$ cat config.mk
export PLATFORM = sky130hd
export DESIGN_NAME = ssi_queue
export DESIGN_NICKNAME = d
export VERILOG_FILES = /design/src/hw/rtl/ssi_pkg.sv /design/src/hw/rtl/ssi_queue.sv
export SDC_FILE = /design/constraint.sdc
export NUM_CORES = 1
export LEC_CHECK = 0
export BUFFER_PORTS_ARGS = -buffer_cell sky130_fd_sc_hd__buf_2
export CAP_MARGIN = 30
export CORE_MARGIN = 1.5
export CORE_UTILIZATION = 30
export DETAILED_ROUTE_END_ITERATION = 8
export PLACE_DENSITY = 0.53
export SLEW_MARGIN = 25
export SYNTH_ARGS = -nofsm -noshare
export SYNTH_HDL_FRONTEND = slang
export SYNTH_SLANG_ARGS = --single-unit
$ cat constraint.sdc
create_clock -name clock -period 5.2 [get_ports clock]
set_input_delay 1.56 -clock clock [delete_from_list [all_inputs] [get_ports clock]]
set_output_delay 1.56 -clock clock [all_outputs]
set_load 0.05 [all_outputs]
$ cat src/hw/rtl/ssi_pkg.sv
// Shared package of the segment-sphere intersection unit.
// Holds the configuration register constants and the queue status type.
// No dependencies.
package ssi_pkg;

   // Squared-length floor register
   localparam int MIN_LEN_WIDTH = 31;
   localparam logic [MIN_LEN_WIDTH-1:0] MIN_LEN_RESET = 31'd328;

   // Queue occupancy flags seen by both sides
   typedef struct packed {
      logic full;
      logic empty;
   } qstat_type;

endpackage

$ cat src/hw/rtl/ssi_queue.sv
// Short queue between the front and back parts of the segment-sphere unit.
// Depends on ssi_pkg for the status flags.
module ssi_queue #(
   parameter int DEPTH = 4,
   parameter int WIDTH = 8
) (
   input  logic               clock,
   input  logic               reset,
   input  logic               push,
   input  logic [WIDTH-1:0]   push_data,
   input  logic               pop,
   output logic [WIDTH-1:0]   head_data,
   output ssi_pkg::qstat_type qstat
);

   localparam int PTRW = (DEPTH > 1) ? $clog2(DEPTH) : 1;
   localparam int CNTW = $clog2(DEPTH + 1);

   logic [WIDTH-1:0] store_ff [DEPTH];
   logic [PTRW-1:0]  wr_ff, wr_in, rd_ff, rd_in;
   logic [CNTW-1:0]  count_ff, count_in;

   assign qstat.full  = (count_ff == CNTW'(DEPTH));
   assign qstat.empty = (count_ff == '0);
   assign head_data   = store_ff[rd_ff];

   // Advance pointers with wrap
   always_comb begin
      wr_in    = wr_ff;
      rd_in    = rd_ff;
      count_in = count_ff;
      if (push) begin
         wr_in = (wr_ff == PTRW'(DEPTH - 1)) ? '0 : wr_ff + 1'b1;
      end
      if (pop) begin
         rd_in = (rd_ff == PTRW'(DEPTH - 1)) ? '0 : rd_ff + 1'b1;
      end
      if (push && !pop) begin
         count_in = count_ff + 1'b1;
      end else if (pop && !push) begin
         count_in = count_ff - 1'b1;
      end
   end

   always_ff @(posedge clock) begin
      if (reset) begin
         wr_ff    <= '0;
         rd_ff    <= '0;
         count_ff <= '0;
      end else begin
         wr_ff    <= wr_in;
         rd_ff    <= rd_in;
         count_ff <= count_in;
      end
   end

   // Hold entries
   always_ff @(posedge clock) begin
      if (push) begin
         store_ff[wr_ff] <= push_data;
      end
   end

endmodule

==> results.txt, run 1 <==
The run finished with clean final reports. Summed over all layers, the global routing overflow is 0. The core region is 5107 µm². The first global-routing pass estimated 4.250 mm of wire. The final layout contains routed wiring with a total length of 2.555 mm.

Area added between synthesis and finish: 16.68%. The port buffer count is 21, and the number of vias in the routed layout is 806. The post-route netlist has 30.97% of its cells at a drive strength greater than 1. In the final timing run, aggregate negative setup slack is 0 ns.

The number of maximum-capacitance violations is 0, and the highest clock frequency the design can meet is 0.3013 GHz. Number of global-route vias before repair: 838. The library cell used most frequently in the layout, excluding fill and tap cells, is edfxtp_1. Across the VDD grid, the largest voltage drop is 0.1287 mV. For the hold-fix buffer count after cts, the log shows 0. The source-to-sink clock delay at the later pin of the worst-skew pair is 0.29 ns. Counting the buffers created by CTS gives 5. Of the synthesized area, sequential elements account for 71.42%. Summing every instance area after synthesis gives 1598 µm². The top cell types in the final layout, fill and taps aside, are edfxtp_1 (32), buf_2 (21), dfxtp_1 (9), mux4_2 (8), nor2_1 (7). Count of pins over their slew limit: 0. By area the synthesized netlist is led by edfxtp_1 (60%), dfxtp_1 (11%), mux4_2 (11%). The number of hold violations in the final report is 0, and the routed via count divided by cell count is 4.404. Between clock sinks in the finished design, the worst skew comes to 0.009241 ns. The remaining number of nets flagged by the antenna check after routing came out at 0. The post-synthesis average cell area was 18.58 µm².

For this run, the slowest stage of the critical path takes 0.67 ns. The post-CTS setup buffer count is 0, and the number of antenna violations at the first check in global routing is 0. The flip-flop and latch count after synthesis was 41; the number of fill cells was 491.

TritonCTS built the clock tree. For the detailed-router iteration count before antenna repair, the log shows 4. Path type of the worst setup path: flop to output port. In this run the number of H-tree levels came out at 2. Of all nets on the critical path, the largest fanout is 8.

Number of remaining DRC errors: 0. STA classifies the critical path startpoint as a flop. The die is 75.98 µm wide. Setup repair after global routing left no endpoint under its margin. The floorplan step defined a die boundary enclosing 5773 µm². After detailed routing, the average wire length per cell comes to 13.96 µm. The maximum buffer depth of the clock tree was 2; the worst reg-to-reg path cell count was 4. The site row count is 26, and the fraction of synthesized cell area taken by the top area cell type is 60.14%. The worst hold path begins at count_ff[2]$_SDFFE_PP0P_. Of all cell types, the one taking the most synthesized area is edfxtp_1.

The number of different library cells used by synthesis comes to 17. The path with the worst hold slack has its endpoint at count_ff[2]$_SDFFE_PP0P_. The data arrival at the endpoint of the critical path was 1.76 ns; the leakage power was 0.6790 nW. Pin placement for this block handled 22 I/O pins. In this run the clock root is driven by a clkbuf_8.

Worst hold path cell count: 2. The run gives 13 as the maximum number of pins on one net before global-route repair. The run gives 0 as the post-CTS resize count.

Hold is met by 0.5188 ns. The clock drives 41 sinks. Global routing used 10.17% of the available tracks across all layers. The worst slew slack as a fraction of its limit is 63.18%, and the setup violation total in the final timing report is 0.

The worst path needs 3.319 ns of the cycle, external delays included. For the post-synthesis cell count, the log shows 86. The tools report the final antenna diode count as 0. The beginning of the worst register-to-register path was count_ff[0]$_SDFFE_PP0P_.

The tools report the number of nets in the layout as 131. The worst register-to-register path ends at count_ff[2]$_SDFFE_PP0P_. Path type of the worst min-delay path: flop to flop. After clock tree synthesis, the clock-pin slew on the worst setup and hold paths is 0.07 ns. For the pin with the worst max-slew slack, the measured transition is 0.5515 ns. Dividing total power by cell area gives a power density of 376.5 nW/µm². The congestion estimate from routability-driven global placement came to 0.6864. Traced cell by cell, the critical path runs through mux4_2 > buf_2. For the slack of the worst reg-to-reg path, the log shows 3.72 ns. Of the available clock period, the critical path in the final layout requires 63.83%. Data required time of the worst path: 3.64 ns. The initial cell density of the core was 31.28%. The worst setup path is captured at an output port. The DRC violation total after the first TritonRoute iteration came out at 28.

For this run, the number of Yosys warnings is 0. The floorplan step set the die height to 75.98 µm. The run gives 1.758 mm as the sum of net half-perimeters after detailed placement. Buffer and inverter count on the worst path: 1. Grouping stages by cell kind, the critical path spends the most delay in flip-flops.

When the netlist entered floorplanning its net count stood at 105. The slowest stage cell on the critical path is dfxtp_1.
[flip-flops by register name (all words and copies together) (netlist names), named ones only]
signal	cells
store_ff	32
count_ff	3
wr_ff	2
rd_ff	2
[tightest hold or removal path: stages (launching register included)]
cell and delay (ns):
dfxtp_1 0.34, o21ai_0 0.08, a21oi_1 0.06
[report_power, final]
group          switching [mW]  total [mW]  leakage (nW)  internal (mW)
registers              0.0141       0.387         0.368          0.373
clock network          0.0977       0.206        0.0455          0.108
logic                  0.0725       0.109         0.265         0.0367
total                   0.184       0.702         0.679          0.518
[metal layers]
metal / vias to the layer above / wire length (µm) / track usage (%)
met5: - / 0 / 0
met4: 0 / 50 / 5.000
met3: 6 / 131 / 4.311
met2: 21 / 1327 / 16.76
met1: 402 / 1046 / 11.33
li1: 377 / - / -
[cell usage after synthesis (all sizes together)]
cell type  count
inv            4
a21oi          2
mux4           8
and2           4
nor3b          2
buf            1
nor3           1
clkbuf         1
nor2           7
or3            1
fa             1
mux2i          4
o21ai          1
dfxtp          9
ha             6
edfxtp        32
xor2           2
[cell type report]
type                       instances  area (µm²)  share of cell area, %
tap                               70       87.58                  4.698
clock buffer                       8       90.09                  4.832
multi-input combinational         39       425.4                  22.82
sequential                        41        1141                  61.21
inverter                           4       15.01                 0.8054
timing repair buffer              21       105.1                  5.638
[through the flow]
stage | setup slack [ns] | cell area [µm²] | util, % | power, mW | std cells
floorplan | 2.138 | 1598 | - | 0.4761 | 86
global placement | 2.132 | 1774 | 34.74 | 0.5021 | 175
detailed placement | 2.099 | 1774 | 34.74 | 0.5060 | 175
CTS | 1.779 | 1864 | 36.50 | 0.7147 | 183
global route | 1.721 | 1864 | 36.50 | 0.7357 | 183
finish | 1.881 | 1864 | 36.50 | 0.7018 | 183
[how the worst max path moves through the flow]
| stage | startpoint | endpoint | slack, ns | cells after the start |
|---|---|---|---|---|
| detailed placement | flop | head_data[5] | 2.10 | 2 |
| floorplan | count_ff[1]$_SDFFE_PP0P_ | qstat[1] | 2.14 | 1 |
| finish | flop | head_data[6] | 1.88 | 2 |
| CTS | flop | head_data[5] | 1.78 | 2 |
| global route | flop | head_data[5] | 1.72 | 2 |
| global placement | flop | head_data[5] | 2.13 | 2 |
[cells by family after synthesis]
group,after synthesis,share of synthesized area (%)
AOI/OAI and AO/OA,3,0.9394
muxes,12,13.78
buffers and inverters,6,1.957
xor gates and xnor gates,2,1.097
adders and majority gates,7,5.951
and+or+nand+nor,15,4.855
DFF,41,71.42
No activity file was read; power rests on OpenSTA's default activity.
==> inputs of run 2 (changes only) <==
ABC_AREA = 1   (was default)
PLACE_DENSITY = 0.55   (was 0.53)
clock period = 2.9 ns   (was 5.2 ns; I/O delays follow)
==> run 2 against run 1 <==
Against the previous run:
- total power is 91% higher
- global-route usage is 0.97 points higher
- worst hold slack better by 0.022 ns
- setup slack worse by 1.6 ns
- area after synthesis is 3.4% higher
- final cell count is 27% higher
- critical path depth is 2 higher
- sequential share of layout area is 2.0 points lower
- utilization is 0.54 points higher
- via count is 29% higher
==> results.txt, run 2 <==
Wires add up to 3.032 mm. The switching power as a share of total power was 27.16%; the total clock buffers created by CTS was 5. The smallest clock period supported by the final layout is computed as 2.620 ns.

The cell area that synthesis handed to floorplanning was 1652 µm². Worst hold slack across all endpoints: 0.5408 ns. The logs give 0 for the number of antenna violations at the first check in global routing and 1141 µm² for the area taken by flip-flops and latches. The number of nets handed over by synthesis was 154.

Summed over all layers, the global routing overflow is 0. The number of flip-flops in the largest register was 32; the remaining number of nets flagged by the antenna check after routing was 0. The number of global-route vias before repair was 1013. The library cells used most frequently in the layout, excluding fill and tap cells, are edfxtp_1 (32), nor2_1 (22), buf_2 (21), inv_1 (15), o21ai_0 (15). The tools report the number of H-tree branching levels as 2.

Entering global routing, the biggest net connects 18 pins. Capture instance of the worst register-to-register path: store_ff[3][5]$_DFFE_PP_. The worst register-to-register path has a setup slack of 1.61 ns. The leakage power came out at 0.7633 nW.

For the final critical-path setup slack, the log shows 0.2798 ns. The minimum setup slack after placement is 0.5772 ns, and the fraction of synthesized cell area taken by the top area cell type is 58.18%. Dividing the detail-routed wire length by the instance count gives 13.07 µm.

For the number of maximum-capacitance violations, the log shows 0. The maximum fanout encountered on the critical timing path was 17. For the number of fill cells, the log shows 525. The run gives 4.968 mm as the first-pass GRT wire length. STA classifies the critical path startpoint as a flop. Commonest non-fill, non-tap cell in the layout: edfxtp_1.

Post-CTS repair changed the size of 0 cells. The area of combinational cells with multiple inputs came out at 427.9 µm². The run gives 0.3635 mW as the net switching power of the design.

0 antenna diodes ended up in the layout. The count of flip-flops with a built-in enable after synthesis is 32, and the DRC violation total after the first TritonRoute iteration is 67. The xor and xnor area share after synthesis was 0.5303%.

For this run, the detailed router's first-pass iteration total came to 6. The logs give 0.9751 mW for the internal power component and 26 for the site row count. The clock root buffer is clkbuf_8.

For the pin with the worst max-slew slack, the measured transition is 0.5491 ns. Last element of the critical path: head_data[4]. The floorplan step set the die height to 77.20 µm. The setup path with the least slack is of type flop to output port.

Synthesis produced 135 cells. The adder-cell area share of the yosys netlist is 5.758%. Of the cells placed in the final design, the portion with a size suffix greater than 1 is 19.75%.

Worst reg-to-reg path cell count: 3. The data arrival at the endpoint of the critical path was 1.75 ns; the flip-flop and latch count after synthesis was 41. Summing the sequential cell areas from Yosys gives 69.09% of the chip area. The post-CTS setup buffer count came out at 0. The port buffer count is 21, and the clock share of power is 32.9%. The run gives 51.5% as the sequential group share of total power. The flow ran to the end, and the final reports show no timing, DRC or antenna violations.

The tools report the number of vias in the routed layout as 1043. The count of pins over their slew limit was 0; the maximum vdd ir drop was 0.3210 mV. For the worst-skew pair, the clock arrives at the later sink with an insertion delay of 0.29 ns.

For the worst setup path, the data required time is 2.03 ns. The tools report the core box area as 5205 µm². TritonCTS built the clock tree. The clock passes through at most 2 buffers. Final clock skew: 0.003921 ns. In the final layout, the registers with the most flip-flops are store_ff: 32 flops, count_ff: 3 flops.

The area of the die is 5959 µm². The leading area contributor after synthesis was edfxtp_1. The tightest min-delay check is of the flop to flop type. After synthesis, the most frequently instantiated cells are edfxtp_1 (32), nor2_1 (22), inv_1 (15), o21ai_0 (15), dfxtp_1 (9). The tools report the worst slew slack as a fraction of its limit as 63.35%.

The worst setup path is captured at an output port. Overall power consumption after layout is estimated at 1.339 mW. In the post-synthesis netlist, the biggest area contributors are edfxtp_1 (58%), dfxtp_1 (11%), nor2_1 (5.0%).

A synthesized cell averages 12.23 µm². For the setup total negative slack, the log shows 0 ns. The run gives 180 as the number of nets in the layout. Prevailing post-synth register cell: edfxtp_1.

The power density of the placed cells was 694.3 nW/µm²; the highest clock frequency the design can meet was 0.3817 GHz. The number of hold violations in the final report is 0, and the simple logic cell fraction of the synthesized area is 9.470%. Dominant combinational cell family by area after synthesis: compound AO/OA/AOI/OAI gates. The setup violation total in the final timing report is 0.

The routed via count divided by cell count works out to 4.496. The register with the most flip-flops in the final layout is store_ff. Yosys instantiated no cell more often than edfxtp_1. For the initial cell density of the core, the log shows 31.73%. In this run, post-CTS hold repair placed 0 buffers. In this run, the combinational gates consume 15.6% of the power. Compound-gate portion of the synthesized area: 10.15%. Clock tree synthesis found a total of 41 sinks. The worst register-to-register path begins at wr_ff[0]$_SDFFE_PP0P_. The tools report the count of unique library cells instantiated by Yosys as 19. Of all flip-flops after synthesis, the portion carrying an async set or reset was 0%. In this run the count of I/O pins placed on the die edge is 22. Setup repair after global routing left no endpoint under its margin. For this run, the total global-route usage over all layers was measured as 11.14%. Detailed placement finished with a half-perimeter wire length of 2.075 mm.

The final weighted congestion in routability-driven placement was 0.7363; the die width was 77.20 µm. Yosys printed 0 warnings. The final critical path takes up 90.35% of the cycle. Area added between synthesis and finish: 16.74%.

Of the post-synthesis cell area, the part taken by muxes is 0%. For this run, design rule violations remaining after detail routing come to 0. The post-CTS clock slew at the launch and capture registers of the worst setup and hold paths was 0.07 ns.
[run 2: cell count changes in the layout (fill, tap and decap cells not counted), sizes merged, moves of 2 or more]
cell | before | now
and2 | 4 | 0
clkbuf | 8 | 6
inv | 4 | 16
mux2i | 4 | 0
mux4 | 8 | 0
nand2 | 0 | 8
nor2 | 7 | 24
nor3 | 1 | 4
nor3b | 2 | 0
o21ai | 1 | 19
o22ai | 0 | 8
[run 2: how the worst min path moves through the flow]
| stage | startpoint | endpoint | slack, ns | depth (start not counted) |
|---|---|---|---|---|
| 2_1_floorplan | wr_ff[1]$_SDFFE_PP0P_ | wr_ff[1]$_SDFFE_PP0P_ | 0.49 | 2 |
| 3_3_place_gp | wr_ff[1]$_SDFFE_PP0P_ | wr_ff[1]$_SDFFE_PP0P_ | 0.50 | 2 |
| 3_5_place_dp | wr_ff[1]$_SDFFE_PP0P_ | wr_ff[1]$_SDFFE_PP0P_ | 0.54 | 2 |
| 4_1_cts | wr_ff[1]$_SDFFE_PP0P_ | wr_ff[1]$_SDFFE_PP0P_ | 0.55 | 2 |
| 5_1_grt | wr_ff[1]$_SDFFE_PP0P_ | wr_ff[1]$_SDFFE_PP0P_ | 0.59 | 2 |
| 6_report | wr_ff[1]$_SDFFE_PP0P_ | wr_ff[1]$_SDFFE_PP0P_ | 0.54 | 2 |
[run 2: critical path, cell delays in order, from the launching register on]
cell,delay [ns]
dfxtp_1,0.67
inv_2,0.26
o21ai_0,0.21
o22ai_1,0.09
buf_2,0.22
[run 2: per-stage QoR]
| step | util, % | cells | cell area [µm²] |
|---|---|---|---|
| 2_1_floorplan | - | 135 | 1652 |
| 3_3_place_gp | 35.00 | 224 | 1822 |
| 3_5_place_dp | 35.00 | 224 | 1822 |
| 4_1_cts | 37.04 | 232 | 1928 |
| 5_1_grt | 37.04 | 232 | 1928 |
| 6_report | 37.04 | 232 | 1928 |
[run 2: cell families after synthesis]
family,Yosys count
DFF,41
AOI/OAI and AO/OA,30
adders and majority gates,7
buffers and inverters,18
xor gates and xnor gates,1
and+or+nand+nor,38
[run 2: routing by layer]
metal / GRT usage (%) / wire length [µm] / part of all wire [%]
met3: 3.929 / 210 / 6.9
met4: 7.091 / 68 / 2.2
met1: 13.19 / 1330 / 44
met5: 0 / 0 / 0
met2: 17.11 / 1422 / 47
[run 2: power by group through the flow]
stage	clock (mW)	combinational, mW	sequential [mW]
finish	0.440	0.209	0.690
global route	0.479	0.229	0.694
CTS	0.456	0.212	0.690
detailed placement	0	0.211	0.704
global placement	0	0.205	0.702
floorplan	0	0.164	0.695
[run 2: cell type report]
type / instances / area share [%]
Sequential cell: 41 / 59.18
Inverter: 16 / 3.115
Timing Repair Buffer: 21 / 5.451
Multi-Input combinational cell: 76 / 22.19
Clock buffer: 6 / 3.764
Clock inverter: 2 / 1.752
Tap cell: 70 / 4.543
